==> src/hdl/amgf_pkg.sv <==
// ----------------------------------------------------------------------------
// amgf_pkg: shared types and constants
// Transaction payloads, calibration bundle, status codes and register map
// for the ADC median glitch filter.
// ----------------------------------------------------------------------------
package amgf_pkg;

    // Fixed field widths
    localparam int SAMPLE_BITS   = 12;
    localparam int CHAN_BITS     = 6;
    localparam int SLOPE_BITS    = 20;
    localparam int TEMP_BITS     = 16;
    localparam int STATUS_BITS   = 3;
    localparam int CFG_ADDR_BITS = 5;
    localparam int CFG_DATA_BITS = 32;

    // Result status codes
    localparam logic [STATUS_BITS-1:0] ST_FILTERED   = 3'd0;
    localparam logic [STATUS_BITS-1:0] ST_UNFILTERED = 3'd1;
    localparam logic [STATUS_BITS-1:0] ST_NO_SAMPLES = 3'd2;
    localparam logic [STATUS_BITS-1:0] ST_DOWN       = 3'd3;
    localparam logic [STATUS_BITS-1:0] ST_RAW_ZERO   = 3'd4;

    // Register indexes (byte address = 4 * index)
    localparam logic [2:0] REG_AIR_CHANNEL     = 3'd0;
    localparam logic [2:0] REG_SURFACE_CHANNEL = 3'd1;
    localparam logic [2:0] REG_AIR_SLOPE       = 3'd2;
    localparam logic [2:0] REG_AIR_OFFSET      = 3'd3;
    localparam logic [2:0] REG_SURFACE_SLOPE   = 3'd4;
    localparam logic [2:0] REG_SURFACE_OFFSET  = 3'd5;
    localparam logic [2:0] REG_DEFAULT_SLOPE   = 3'd6;
    localparam logic [2:0] REG_DEFAULT_OFFSET  = 3'd7;

    // Input transaction
    typedef struct packed {
        logic [CHAN_BITS-1:0]   channel;
        logic [SAMPLE_BITS-1:0] raw_sample;
    } sample_t;

    // Output transaction
    typedef struct packed {
        logic [STATUS_BITS-1:0]      status;
        logic signed [TEMP_BITS-1:0] temperature;
        logic [SAMPLE_BITS-1:0]      median_count;
    } result_t;

    // Calibration registers as one bundle
    typedef struct packed {
        logic [CHAN_BITS-1:0]        air_channel;
        logic [CHAN_BITS-1:0]        surface_channel;
        logic [SLOPE_BITS-1:0]       air_slope;
        logic signed [TEMP_BITS-1:0] air_offset;
        logic [SLOPE_BITS-1:0]       surface_slope;
        logic signed [TEMP_BITS-1:0] surface_offset;
        logic [SLOPE_BITS-1:0]       default_slope;
        logic signed [TEMP_BITS-1:0] default_offset;
    } cal_t;

endpackage

==> src/hdl/amgf_ram.sv <==
// ----------------------------------------------------------------------------
// amgf_ram: generic simple dual-port RAM
// One write port, one read port, read data registered.
// ----------------------------------------------------------------------------
module amgf_ram #(
    parameter int WIDTH = 8,
    parameter int DEPTH = 16,
    localparam int AW   = (DEPTH > 1) ? $clog2(DEPTH) : 1
) (
    input  logic             clk,
    input  logic             we,
    input  logic [AW-1:0]    waddr,
    input  logic [WIDTH-1:0] wdata,
    input  logic             re,
    input  logic [AW-1:0]    raddr,
    output logic [WIDTH-1:0] rdata
);

    logic [WIDTH-1:0] mem [DEPTH];
    logic [WIDTH-1:0] rdata_reg;

    always_ff @(posedge clk)
    begin
        if (we)
        begin
            mem[waddr] <= wdata;
        end
        if (re)
        begin
            rdata_reg <= mem[raddr];
        end
    end

    assign rdata = rdata_reg;

endmodule

==> src/hdl/amgf_regs.sv <==
// ----------------------------------------------------------------------------
// amgf_regs: calibration register file
// APB-style slave holding probe channel numbers, slopes and offsets.
// ----------------------------------------------------------------------------
module amgf_regs (
    input  logic                                clk,
    input  logic                                rst_n,
    input  logic                                psel,
    input  logic                                penable,
    input  logic                                pwrite,
    input  logic [amgf_pkg::CFG_ADDR_BITS-1:0]  paddr,
    input  logic [amgf_pkg::CFG_DATA_BITS-1:0]  pwdata,
    output logic [amgf_pkg::CFG_DATA_BITS-1:0]  prdata,
    output logic                                pready,
    output amgf_pkg::cal_t                      cal
);

    amgf_pkg::cal_t cal_reg;
    logic [2:0]     index;
    logic           wr_en;

    assign index  = paddr[amgf_pkg::CFG_ADDR_BITS-1:2];
    assign wr_en  = psel && penable && pwrite;
    assign pready = 1'b1;
    assign cal    = cal_reg;

    // Register writes
    always_ff @(posedge clk or negedge rst_n)
    begin
        if (!rst_n)
        begin
            cal_reg.air_channel     <= 6'd0;
            cal_reg.surface_channel <= 6'd1;
            cal_reg.air_slope       <= 20'd1724;
            cal_reg.air_offset      <= -16'sd16512;
            cal_reg.surface_slope   <= 20'd1724;
            cal_reg.surface_offset  <= -16'sd16512;
            cal_reg.default_slope   <= 20'd1724;
            cal_reg.default_offset  <= -16'sd16512;
        end
        else if (wr_en)
        begin
            unique case (index)
                amgf_pkg::REG_AIR_CHANNEL:
                    cal_reg.air_channel <= pwdata[amgf_pkg::CHAN_BITS-1:0];
                amgf_pkg::REG_SURFACE_CHANNEL:
                    cal_reg.surface_channel <= pwdata[amgf_pkg::CHAN_BITS-1:0];
                amgf_pkg::REG_AIR_SLOPE:
                    cal_reg.air_slope <= pwdata[amgf_pkg::SLOPE_BITS-1:0];
                amgf_pkg::REG_AIR_OFFSET:
                    cal_reg.air_offset <= pwdata[amgf_pkg::TEMP_BITS-1:0];
                amgf_pkg::REG_SURFACE_SLOPE:
                    cal_reg.surface_slope <= pwdata[amgf_pkg::SLOPE_BITS-1:0];
                amgf_pkg::REG_SURFACE_OFFSET:
                    cal_reg.surface_offset <= pwdata[amgf_pkg::TEMP_BITS-1:0];
                amgf_pkg::REG_DEFAULT_SLOPE:
                    cal_reg.default_slope <= pwdata[amgf_pkg::SLOPE_BITS-1:0];
                amgf_pkg::REG_DEFAULT_OFFSET:
                    cal_reg.default_offset <= pwdata[amgf_pkg::TEMP_BITS-1:0];
                default:
                    ;
            endcase
        end
    end

    // Read-back, zero extended
    always_comb
    begin
        prdata = '0;
        unique case (index)
            amgf_pkg::REG_AIR_CHANNEL:
                prdata = 32'(cal_reg.air_channel);
            amgf_pkg::REG_SURFACE_CHANNEL:
                prdata = 32'(cal_reg.surface_channel);
            amgf_pkg::REG_AIR_SLOPE:
                prdata = 32'(cal_reg.air_slope);
            amgf_pkg::REG_AIR_OFFSET:
                prdata = 32'(unsigned'(cal_reg.air_offset));
            amgf_pkg::REG_SURFACE_SLOPE:
                prdata = 32'(cal_reg.surface_slope);
            amgf_pkg::REG_SURFACE_OFFSET:
                prdata = 32'(unsigned'(cal_reg.surface_offset));
            amgf_pkg::REG_DEFAULT_SLOPE:
                prdata = 32'(cal_reg.default_slope);
            amgf_pkg::REG_DEFAULT_OFFSET:
                prdata = 32'(unsigned'(cal_reg.default_offset));
            default:
                prdata = '0;
        endcase
    end

endmodule

==> src/hdl/amgf_median.sv <==
// ----------------------------------------------------------------------------
// amgf_median: insertion sorter
// Takes one window sample per cycle into an ascending register list and
// offers one sorted entry at a chosen index.
// ----------------------------------------------------------------------------
module amgf_median #(
    parameter int DEPTH = 7,
    localparam int IW   = (DEPTH > 1) ? $clog2(DEPTH) : 1,
    localparam int CW   = $clog2(DEPTH + 1)
) (
    input  logic                              clk,
    input  logic                              rst_n,
    input  logic                              clear,
    input  logic                              insert,
    input  logic [amgf_pkg::SAMPLE_BITS-1:0]  insert_data,
    input  logic [IW-1:0]                     pick_idx,
    output logic [amgf_pkg::SAMPLE_BITS-1:0]  pick_data
);

    logic [amgf_pkg::SAMPLE_BITS-1:0] sorted_reg  [DEPTH];
    logic [amgf_pkg::SAMPLE_BITS-1:0] sorted_next [DEPTH];
    logic [CW-1:0]                    fill_reg;
    logic [DEPTH-1:0]                 below;

    // Entries not above the new value stay; the rest shift up by one
    always_comb
    begin
        for (int i = 0; i < DEPTH; i++)
        begin
            below[i] = (CW'(i) < fill_reg) && (sorted_reg[i] <= insert_data);
        end
        for (int i = 0; i < DEPTH; i++)
        begin
            if (below[i])
            begin
                sorted_next[i] = sorted_reg[i];
            end
            else if (i > 0 && !below[(i > 0) ? i - 1 : 0])
            begin
                sorted_next[i] = sorted_reg[(i > 0) ? i - 1 : 0];
            end
            else
            begin
                sorted_next[i] = insert_data;
            end
        end
    end

    // Occupancy
    always_ff @(posedge clk or negedge rst_n)
    begin
        if (!rst_n)
        begin
            fill_reg <= '0;
        end
        else if (clear)
        begin
            fill_reg <= '0;
        end
        else if (insert && fill_reg < CW'(DEPTH))
        begin
            fill_reg <= fill_reg + 1'b1;
        end
    end

    // Sorted list
    always_ff @(posedge clk)
    begin
        if (insert && !clear)
        begin
            for (int i = 0; i < DEPTH; i++)
            begin
                sorted_reg[i] <= sorted_next[i];
            end
        end
    end

    assign pick_data = sorted_reg[pick_idx];

`ifndef SYNTH
    a_no_overfill: assert property (@(posedge clk) disable iff (!rst_n)
        fill_reg <= CW'(DEPTH))
        else $error("sorter holds more entries than the window");
    a_clear_empties: assert property (@(posedge clk) disable iff (!rst_n)
        clear |=> fill_reg == '0)
        else $error("sorter not empty after clear");
    a_insert_grows: assert property (@(posedge clk) disable iff (!rst_n)
        (insert && !clear && fill_reg < CW'(DEPTH)) |=> fill_reg == $past(fill_reg) + 1'b1)
        else $error("sorter occupancy did not advance on insert");
`endif

endmodule

==> src/hdl/amgf_scale.sv <==
// ----------------------------------------------------------------------------
// amgf_scale: count to temperature conversion
// Picks the channel calibration, multiplies by the Q4.16 slope, rounds to
// Q8.8, adds the offset and saturates. Two pipeline stages.
// ----------------------------------------------------------------------------
module amgf_scale (
    input  logic                              clk,
    input  logic                              rst_n,
    input  logic                              start,
    input  logic [amgf_pkg::CHAN_BITS-1:0]    channel,
    input  logic [amgf_pkg::SAMPLE_BITS-1:0]  count,
    input  amgf_pkg::cal_t                    cal,
    output logic                              done,
    output logic signed [amgf_pkg::TEMP_BITS-1:0] temperature
);

    localparam int PB = amgf_pkg::SAMPLE_BITS + amgf_pkg::SLOPE_BITS;
    localparam int SB = PB - 8 + 2;

    logic [amgf_pkg::SLOPE_BITS-1:0]       slope;
    logic signed [amgf_pkg::TEMP_BITS-1:0] offset;
    logic [PB-1:0]                         prod_reg;
    logic signed [amgf_pkg::TEMP_BITS-1:0] offset_reg;
    logic                                  stage1_reg;
    logic                                  done_reg;
    logic signed [amgf_pkg::TEMP_BITS-1:0] temp_reg;
    logic [PB:0]                           rounded;
    logic signed [SB-1:0]                  sum;
    logic signed [amgf_pkg::TEMP_BITS-1:0] sat;

    // Calibration select: air wins over surface
    always_comb
    begin
        if (channel == cal.air_channel)
        begin
            slope  = cal.air_slope;
            offset = cal.air_offset;
        end
        else if (channel == cal.surface_channel)
        begin
            slope  = cal.surface_slope;
            offset = cal.surface_offset;
        end
        else
        begin
            slope  = cal.default_slope;
            offset = cal.default_offset;
        end
    end

    // Round half up to Q8.8, add offset, clamp
    always_comb
    begin
        rounded = {1'b0, prod_reg} + (PB + 1)'(128);
        sum     = signed'({1'b0, rounded[PB:8]}) + SB'(offset_reg);
        if (sum > SB'(32767))
        begin
            sat = 16'sh7FFF;
        end
        else if (sum < -SB'(32768))
        begin
            sat = -16'sh8000;
        end
        else
        begin
            sat = sum[amgf_pkg::TEMP_BITS-1:0];
        end
    end

    // Control pipeline
    always_ff @(posedge clk or negedge rst_n)
    begin
        if (!rst_n)
        begin
            stage1_reg <= 1'b0;
            done_reg   <= 1'b0;
        end
        else
        begin
            stage1_reg <= start;
            done_reg   <= stage1_reg;
        end
    end

    // Data pipeline
    always_ff @(posedge clk)
    begin
        if (start)
        begin
            prod_reg   <= PB'(count) * PB'(slope);
            offset_reg <= offset;
        end
        if (stage1_reg)
        begin
            temp_reg <= sat;
        end
    end

    assign done        = done_reg;
    assign temperature = temp_reg;

endmodule

==> src/hdl/adc_median_glitch_filter.sv <==
// ----------------------------------------------------------------------------
// adc_median_glitch_filter: per-channel median filter with temperature scaling
//
//   channel   | direction | handshake             | payload
//   ----------+-----------+-----------------------+---------------------
//   sample    | in        | sample_valid/ready    | amgf_pkg::sample_t
//   result    | out       | result_valid/ready    | amgf_pkg::result_t
//   config    | in        | APB psel/penable      | calibration regs
//
// One transaction at a time. A sample ending in a sorted window goes through
// lookup, metadata read, one window read per stored sample, last sorter insert,
// two median picks, scaler wait, output and idle before the next is taken.
// Others go from lookup or metadata read to output (direct ones via the scaler).
// A waiting result does not block the next sample; a stalled result holds the
// block in its output step. No clearing pass: slot flags mark live metadata.
// ----------------------------------------------------------------------------
module adc_median_glitch_filter #(
    parameter int WINDOW_DEPTH = 7,
    parameter int SLOT_COUNT   = 4
) (
    input  logic                               clk,
    input  logic                               rst_n,
    input  logic                               sample_valid,
    output logic                               sample_ready,
    input  amgf_pkg::sample_t                  sample,
    output logic                               result_valid,
    input  logic                               result_ready,
    output amgf_pkg::result_t                  result,
    input  logic                               psel,
    input  logic                               penable,
    input  logic                               pwrite,
    input  logic [amgf_pkg::CFG_ADDR_BITS-1:0] paddr,
    input  logic [amgf_pkg::CFG_DATA_BITS-1:0] pwdata,
    output logic [amgf_pkg::CFG_DATA_BITS-1:0] prdata,
    output logic                               pready
);

    localparam int SMB = amgf_pkg::SAMPLE_BITS;
    localparam int PW  = (WINDOW_DEPTH > 1) ? $clog2(WINDOW_DEPTH) : 1;
    localparam int CW  = $clog2(WINDOW_DEPTH + 1);
    localparam int SW  = (SLOT_COUNT > 1) ? $clog2(SLOT_COUNT) : 1;
    localparam int MW  = PW + 2 * CW;
    localparam int WIN_DEPTH = SLOT_COUNT * WINDOW_DEPTH;
    localparam int AW  = (WIN_DEPTH > 1) ? $clog2(WIN_DEPTH) : 1;

    typedef enum logic [3:0] {
        S_IDLE,
        S_LOOKUP,
        S_META,
        S_READ,
        S_LAST,
        S_PICK_HI,
        S_PICK_LO,
        S_SCALE,
        S_OUT
    } state_t;

    state_t                         state_reg, state_next;
    logic [amgf_pkg::CHAN_BITS-1:0] ch_reg, ch_next;
    logic [SMB-1:0]                 raw_reg, raw_next;
    logic [SW-1:0]                  slot_reg, slot_next;
    logic                           fresh_reg, fresh_next;
    logic [CW-1:0]                  n_reg, n_next;
    logic [PW-1:0]                  idx_reg, idx_next;
    logic                           rd_vld_reg, rd_vld_next;
    logic [SMB-1:0]                 hi_reg, hi_next;
    logic [SMB-1:0]                 cnt_reg, cnt_next;
    logic [amgf_pkg::STATUS_BITS-1:0] status_reg, status_next;
    logic                           conv_reg, conv_next;
    amgf_pkg::result_t              result_reg, result_next;
    logic                           result_valid_reg, result_valid_next;
    logic [SLOT_COUNT-1:0]          used_reg, used_next;
    logic [amgf_pkg::CHAN_BITS-1:0] chan_reg  [SLOT_COUNT];
    logic [amgf_pkg::CHAN_BITS-1:0] chan_next [SLOT_COUNT];

    // Slot lookup
    logic          hit, has_free;
    logic [SW-1:0] hit_idx, free_idx;

    // Memory ports
    logic           meta_re, meta_we;
    logic [SW-1:0]  meta_raddr;
    logic [MW-1:0]  meta_wdata, meta_rdata;
    logic           win_we, win_re;
    logic [AW-1:0]  win_waddr, win_raddr, win_base;
    logic [SMB-1:0] win_rdata;

    // Metadata fields of the slot in hand
    logic [PW-1:0] m_wp, wp_new;
    logic [CW-1:0] m_gc, m_fs, gc_new;
    logic [CW:0]   fs_inc;

    // Sorter, scaler
    logic           sort_clear;
    logic [PW-1:0]  pick_idx, mid_hi, mid_lo;
    logic [SMB-1:0] pick_data;
    logic [SMB:0]   pair_sum;
    logic           scale_start, scale_done;
    logic [SMB-1:0] scale_count;
    logic signed [amgf_pkg::TEMP_BITS-1:0] scale_temp;
    amgf_pkg::cal_t cal;

    amgf_regs u_regs (
        .clk     (clk),
        .rst_n   (rst_n),
        .psel    (psel),
        .penable (penable),
        .pwrite  (pwrite),
        .paddr   (paddr),
        .pwdata  (pwdata),
        .prdata  (prdata),
        .pready  (pready),
        .cal     (cal)
    );

    // Per-slot write position, good count and failure streak
    amgf_ram #(
        .WIDTH (MW),
        .DEPTH (SLOT_COUNT)
    ) u_meta_ram (
        .clk   (clk),
        .we    (meta_we),
        .waddr (slot_reg),
        .wdata (meta_wdata),
        .re    (meta_re),
        .raddr (meta_raddr),
        .rdata (meta_rdata)
    );

    // Circular sample windows, WINDOW_DEPTH entries per slot
    amgf_ram #(
        .WIDTH (SMB),
        .DEPTH (WIN_DEPTH)
    ) u_win_ram (
        .clk   (clk),
        .we    (win_we),
        .waddr (win_waddr),
        .wdata (raw_reg),
        .re    (win_re),
        .raddr (win_raddr),
        .rdata (win_rdata)
    );

    amgf_median #(
        .DEPTH (WINDOW_DEPTH)
    ) u_median (
        .clk         (clk),
        .rst_n       (rst_n),
        .clear       (sort_clear),
        .insert      (rd_vld_reg),
        .insert_data (win_rdata),
        .pick_idx    (pick_idx),
        .pick_data   (pick_data)
    );

    amgf_scale u_scale (
        .clk         (clk),
        .rst_n       (rst_n),
        .start       (scale_start),
        .channel     (ch_reg),
        .count       (scale_count),
        .cal         (cal),
        .done        (scale_done),
        .temperature (scale_temp)
    );

    // Find the channel's slot, else the lowest free one
    always_comb
    begin
        hit      = 1'b0;
        hit_idx  = '0;
        has_free = 1'b0;
        free_idx = '0;
        for (int i = SLOT_COUNT - 1; i >= 0; i--)
        begin
            if (used_reg[i] && chan_reg[i] == ch_reg)
            begin
                hit     = 1'b1;
                hit_idx = SW'(i);
            end
            if (!used_reg[i])
            begin
                has_free = 1'b1;
                free_idx = SW'(i);
            end
        end
    end

    // A newly claimed slot reads as all zero
    assign m_wp     = fresh_reg ? '0 : meta_rdata[PW-1:0];
    assign m_gc     = fresh_reg ? '0 : meta_rdata[PW+CW-1:PW];
    assign m_fs     = fresh_reg ? '0 : meta_rdata[MW-1:PW+CW];
    assign fs_inc   = {1'b0, m_fs} + 1'b1;
    assign wp_new   = (m_wp == PW'(WINDOW_DEPTH - 1)) ? '0 : m_wp + 1'b1;
    assign gc_new   = (m_gc < CW'(WINDOW_DEPTH)) ? m_gc + 1'b1 : m_gc;
    assign win_base = AW'(slot_reg) * AW'(WINDOW_DEPTH);

    // Median picks
    assign mid_hi   = PW'(n_reg >> 1);
    assign mid_lo   = n_reg[0] ? mid_hi : mid_hi - 1'b1;
    assign pick_idx = (state_reg == S_PICK_HI) ? mid_hi : mid_lo;
    assign pair_sum = {1'b0, hi_reg} + {1'b0, pick_data};

    // Sequencer next state
    always_comb
    begin
        state_next        = state_reg;
        ch_next           = ch_reg;
        raw_next          = raw_reg;
        slot_next         = slot_reg;
        fresh_next        = fresh_reg;
        n_next            = n_reg;
        idx_next          = idx_reg;
        rd_vld_next       = 1'b0;
        hi_next           = hi_reg;
        cnt_next          = cnt_reg;
        status_next       = status_reg;
        conv_next         = conv_reg;
        result_next       = result_reg;
        result_valid_next = result_valid_reg && !result_ready;
        used_next         = used_reg;
        for (int i = 0; i < SLOT_COUNT; i++)
        begin
            chan_next[i] = chan_reg[i];
        end
        meta_re     = 1'b0;
        meta_raddr  = hit ? hit_idx : free_idx;
        meta_we     = 1'b0;
        meta_wdata  = '0;
        win_we      = 1'b0;
        win_waddr   = win_base + AW'(m_wp);
        win_re      = 1'b0;
        win_raddr   = win_base + AW'(idx_reg);
        sort_clear  = 1'b0;
        scale_start = 1'b0;
        scale_count = raw_reg;

        unique case (state_reg)
            S_IDLE:
            begin
                if (sample_valid)
                begin
                    ch_next    = sample.channel;
                    raw_next   = sample.raw_sample;
                    state_next = S_LOOKUP;
                end
            end
            S_LOOKUP:
            begin
                conv_next = 1'b0;
                cnt_next  = '0;
                if (hit || has_free)
                begin
                    slot_next  = meta_raddr;
                    fresh_next = !hit;
                    meta_re    = 1'b1;
                    if (!hit)
                    begin
                        used_next[free_idx] = 1'b1;
                        chan_next[free_idx] = ch_reg;
                    end
                    state_next = S_META;
                end
                else if (raw_reg == '0)
                begin
                    status_next = amgf_pkg::ST_RAW_ZERO;
                    state_next  = S_OUT;
                end
                else
                begin
                    status_next = amgf_pkg::ST_UNFILTERED;
                    conv_next   = 1'b1;
                    cnt_next    = raw_reg;
                    scale_start = 1'b1;
                    state_next  = S_SCALE;
                end
            end
            S_META:
            begin
                meta_we    = 1'b1;
                sort_clear = 1'b1;
                idx_next   = '0;
                if (raw_reg == '0 && fs_inc >= (CW + 1)'(WINDOW_DEPTH))
                begin
                    // Streak fills a window: empty it
                    meta_wdata  = {CW'(WINDOW_DEPTH), CW'(0), PW'(0)};
                    status_next = amgf_pkg::ST_DOWN;
                    state_next  = S_OUT;
                end
                else if (raw_reg == '0)
                begin
                    meta_wdata = {fs_inc[CW-1:0], m_gc, m_wp};
                    n_next     = m_gc;
                    if (m_gc == '0)
                    begin
                        status_next = amgf_pkg::ST_NO_SAMPLES;
                        state_next  = S_OUT;
                    end
                    else
                    begin
                        state_next = S_READ;
                    end
                end
                else
                begin
                    win_we     = 1'b1;
                    meta_wdata = {CW'(0), gc_new, wp_new};
                    n_next     = gc_new;
                    state_next = S_READ;
                end
            end
            S_READ:
            begin
                win_re      = 1'b1;
                rd_vld_next = 1'b1;
                if (CW'(idx_reg) == n_reg - 1'b1)
                begin
                    state_next = S_LAST;
                end
                else
                begin
                    idx_next = idx_reg + 1'b1;
                end
            end
            S_LAST:
            begin
                state_next = S_PICK_HI;
            end
            S_PICK_HI:
            begin
                hi_next    = pick_data;
                state_next = S_PICK_LO;
            end
            S_PICK_LO:
            begin
                cnt_next    = n_reg[0] ? hi_reg : pair_sum[SMB:1];
                scale_count = cnt_next;
                scale_start = 1'b1;
                status_next = amgf_pkg::ST_FILTERED;
                conv_next   = 1'b1;
                state_next  = S_SCALE;
            end
            S_SCALE:
            begin
                if (scale_done)
                begin
                    state_next = S_OUT;
                end
            end
            S_OUT:
            begin
                if (!result_valid_reg || result_ready)
                begin
                    result_next.status       = status_reg;
                    result_next.temperature  = conv_reg ? scale_temp : '0;
                    result_next.median_count = cnt_reg;
                    result_valid_next        = 1'b1;
                    state_next               = S_IDLE;
                end
            end
            default:
            begin
                state_next = S_IDLE;
            end
        endcase
    end

    // State and registered outputs
    always_ff @(posedge clk or negedge rst_n)
    begin
        if (!rst_n)
        begin
            state_reg        <= S_IDLE;
            ch_reg           <= '0;
            raw_reg          <= '0;
            slot_reg         <= '0;
            fresh_reg        <= 1'b0;
            n_reg            <= '0;
            idx_reg          <= '0;
            rd_vld_reg       <= 1'b0;
            hi_reg           <= '0;
            cnt_reg          <= '0;
            status_reg       <= amgf_pkg::ST_FILTERED;
            conv_reg         <= 1'b0;
            result_reg       <= '0;
            result_valid_reg <= 1'b0;
            used_reg         <= '0;
            for (int i = 0; i < SLOT_COUNT; i++)
            begin
                chan_reg[i] <= '0;
            end
        end
        else
        begin
            state_reg        <= state_next;
            ch_reg           <= ch_next;
            raw_reg          <= raw_next;
            slot_reg         <= slot_next;
            fresh_reg        <= fresh_next;
            n_reg            <= n_next;
            idx_reg          <= idx_next;
            rd_vld_reg       <= rd_vld_next;
            hi_reg           <= hi_next;
            cnt_reg          <= cnt_next;
            status_reg       <= status_next;
            conv_reg         <= conv_next;
            result_reg       <= result_next;
            result_valid_reg <= result_valid_next;
            used_reg         <= used_next;
            for (int i = 0; i < SLOT_COUNT; i++)
            begin
                chan_reg[i] <= chan_next[i];
            end
        end
    end

    assign sample_ready = (state_reg == S_IDLE);
    assign result_valid = result_valid_reg;
    assign result       = result_reg;

`ifndef SYNTH
    a_one_at_a_time: assert property (@(posedge clk) disable iff (!rst_n)
        (sample_valid && sample_ready) |=> !sample_ready)
        else $error("second sample taken while one is in flight");
    a_scale_when_waiting: assert property (@(posedge clk) disable iff (!rst_n)
        scale_done |-> state_reg == S_SCALE)
        else $error("scaler finished outside its wait step");
    a_insert_in_sort: assert property (@(posedge clk) disable iff (!rst_n)
        rd_vld_reg |-> (state_reg == S_READ || state_reg == S_LAST))
        else $error("window read landed outside the sort steps");
    a_blank_fields: assert property (@(posedge clk) disable iff (!rst_n)
        (result_valid && (result.status == amgf_pkg::ST_NO_SAMPLES ||
            result.status == amgf_pkg::ST_DOWN ||
            result.status == amgf_pkg::ST_RAW_ZERO))
        |-> (result.temperature == '0 && result.median_count == '0))
        else $error("fields not cleared for a status without a reading");
`endif

endmodule

==> config.mk <==
export PLATFORM = sky130hd
export DESIGN_NAME = adc_median_glitch_filter
export DESIGN_NICKNAME = d
export VERILOG_FILES = /design/src/hdl/amgf_pkg.sv /design/src/hdl/amgf_ram.sv /design/src/hdl/amgf_regs.sv /design/src/hdl/amgf_median.sv /design/src/hdl/amgf_scale.sv /design/src/hdl/adc_median_glitch_filter.sv
export SDC_FILE = /design/constraint.sdc
export NUM_CORES = 2
export LEC_CHECK = 0
export BUFFER_PORTS_ARGS = -buffer_cell sky130_fd_sc_hd__buf_2
export CAP_MARGIN = 40
export CORE_MARGIN = 3
export CORE_UTILIZATION = 61
export CTS_CLUSTER_SIZE = 16
export DETAILED_ROUTE_END_ITERATION = 10
export PLACE_DENSITY_LB_ADDON = 0.25
export SYNTH_ARGS = -nofsm -noshare
export SYNTH_HDL_FRONTEND = slang
export SYNTH_SLANG_ARGS = --single-unit
==> constraint.sdc <==
create_clock -name clk -period 25.6 [get_ports clk]
set_input_delay 2.56 -clock clk [delete_from_list [all_inputs] [get_ports clk]]
set_output_delay 2.56 -clock clk [all_outputs]
set_load 0.005 [all_outputs]
==> flow_metrics.tcl <==
set metrics [dict create \
    outcome "finished clean" \
    fin_crit_ps 10730 \
    place.gp.congestion 0.932 \
    drive_gt1_frac 0.199 \
    final_nets 4335 \
    setup_viol 0 \
    hold_end "result[21]" \
    cpMostUsedCell "inv_1" \
    fin_area_mm2 0.0501 \
    critPathMaxStageDelay_ps 850 \
    areaGrowthSynthToFinish_pct 10.5 \
    final_cell_mix "edfxtp_1, nand2_1, inv_1, mux2_2, a21oi_1" \
    finalCritPeriodShare 0.419 \
    clockBufferDepth 3 \
    hold_buffers 0 \
    timing.rr.end "u_scale.prod_reg[31]" \
    min_from "result[21]" \
    arrival_ps 11090 \
    relSlewSlack 0.336 \
    mostFrequentLayoutCell "edfxtp_1" \
    antennaDiodeCount 0 \
    dr.first_iter.drc_count 3560 \
    synth_seq_area_share 0.490 \
    synth_edf_count 534 \
    path_max_fanout 25 \
    cap_viol_max_count 0 \
    coreArea_mm2 0.0733 \
    drt-total-wl_um 112000 \
    dpl.hpwl_um 76800 \
    io_buffers 100 \
    cp.required_ps 25970 \
    async_flop_share 0.315 \
    die_area_mm2 0.0777 \
    yosys_warnings 0 \
    synth_area_leaders "edfxtp_1, dfrtp_1, fa_1, mux2_2, ha_1" \
    startpoint_type "flop" \
    ys.flop_type "edfxtp_1" \
    root_buffer "clkbuf_16" \
    synth_cell_types 99 \
    timing.rr.start "state_reg[2]" \
    crit_slowest_cell "o311ai_0" \
    cts_tree "yes" \
    largest_reg_flops 336 \
    synth.avg_cell_area_um2 12.1 \
    placed_area_mm2 0.0474 \
    rsz0062_at_grt "no" \
    avgRoutedWirePerCell_um 22.9 \
    fin_skew_ps 42.4 \
    yosysTopAreaCell "edfxtp_1" \
    netlist_instances 3763 \
    clock_sinks 779 \
    dieWidth_um 279 \
    drc 0 \
    cts-resized-gates 0 \
    num_vias 30600 \
    worst_slew_pin_slew_ps 996 \
    grt_pass1_vias 30600 \
    antenna_found_initial 2 \
    crit_family "compound AO/OA/AOI/OAI gates" \
    synth_top_area_frac 0.353 \
    grt_max_degree 169 \
    grt_pass1_wl_um 176000 \
    numCtsBuffers 82 \
    cts_max_level 3 \
    slew_viol_final 0 \
    timing.critical_path.buf_inv 7 \
    clk_pin_slew_ps 60 \
    crit_type "reg -> reg" \
    final_hold_viol_count 0 \
    start_util 0.619 \
    reg2reg_slack_ps 14870 \
    post_cts.repair.setup_buffers 0 \
    grt.overflow.total 0 \
    whs_path_depth 2 \
    antenna_left 0 \
    cp-end-kind "flop" \
    viasPerCell 6.22 \
    clock_latency_ps 670 \
    num_rows 99 \
    drtPass1Iterations 6 \
    hold_class "reg -> reg" \
    ys_seq_elements 779 \
    setup_tns_ps 0 \
    ios 128 \
    max_freq_mhz 93.2 \
    worstRegToRegCells 36 \
    die_h_um 279 \
    syn_area_mm2 0.0454 \
    cp-startpoint "state_reg[2]" \
    grt.total_usage 0.294 \
]
worst register-to-register path, delay by kind of cell (launching register included):
family,cells,cell delay [ps]
AO/OA/AOI/OAI,11,3940
multiplexers,1,390
AND/OR/NAND/NOR,9,2310
flip-flops,1,660
XOR/XNOR,1,110
buffers and inverters,7,630
adder cells (fa/ha/maj),7,2420
kinds of logic after synthesis:
| logic type | after synthesis | synth area share |
|---|---|---|
| AOI/OAI and AO/OA | 579 | 0.0795 |
| muxes | 419 | 0.126 |
| xor gates and xnor gates | 119 | 0.0230 |
| buffers and inverters | 457 | 0.0404 |
| other | 2 | 0.000166 |
| and+or+nand+nor | 1020 | 0.104 |
| DFF | 779 | 0.490 |
| adders and majority gates | 388 | 0.137 |
Yosys cell counts (7+ instances only):
library cell / count
a211oi_1: 22
dfrtp_1: 199
clkbuf_1: 119
mux2i_1: 66
o21a_1: 13
o21ai_0: 120
inv_1: 269
mux2_2: 256
nor2b_1: 36
dfstp_2: 46
fa_1: 183
buf_4: 22
nand2_1: 467
a31oi_1: 9
nand4_1: 40
nor3_1: 35
nand3_1: 76
o21ai_1: 23
xnor2_1: 69
buf_2: 21
buf_1: 22
ha_1: 205
nor2_1: 190
a21o_1: 61
nor4_1: 11
and2_1: 57
mux4_2: 97
and3_1: 25
a21oi_1: 214
nand2b_1: 32
o31ai_1: 7
or2_2: 9
edfxtp_1: 534
xor2_1: 50
o22ai_1: 12
layer usage:
metal	vias up	share of wire	global-route usage
met5	-	0.00011	0
met4	2	0.030	0.0945
met1	15300	0.42	0.431
met2	1406	0.45	0.452
met3	226	0.094	0.0537
li1	13700	-	-
metrics by stage:
stage | hold slack (ps) | instances | worst slack, ps | utilization
final | 475 | 4914 | 14870 | 0.684
after global routing | 504 | 4914 | 14320 | 0.684
after CTS | 482 | 4914 | 15100 | 0.684
after detailed placement | 469 | 4760 | 15180 | 0.646
after global placement | 456 | 4728 | 14820 | 0.641
after floorplan | 446 | 3774 | 16510 | -
how the worst max path moves through the flow:
stage | to | slack [ps] | cells past startpoint
6_report | u_scale.prod_reg[31] | 14870 | 36
5_1_grt | u_scale.prod_reg[27] | 14320 | 37
4_1_cts | u_scale.prod_reg[31] | 15100 | 36
3_5_place_dp | u_scale.prod_reg[31] | 15180 | 36
3_3_place_gp | u_scale.prod_reg[31] | 14820 | 34
2_1_floorplan | u_scale.prod_reg[31] | 16510 | 42
final cells by class:
type                       instances  area (µm²)
clock buffer                     105        2200
clock inverter                    49         537
fill                            5127       23200
inverter                         272        1020
multi-input combinational       2538       21500
sequential                       779       22200
tap                              959        1200
timing repair buffer             212        1500
Power is left out: the tool's default activity adds up to more than one toggle a clock period on the data nets, which glitch-free logic cannot reach.
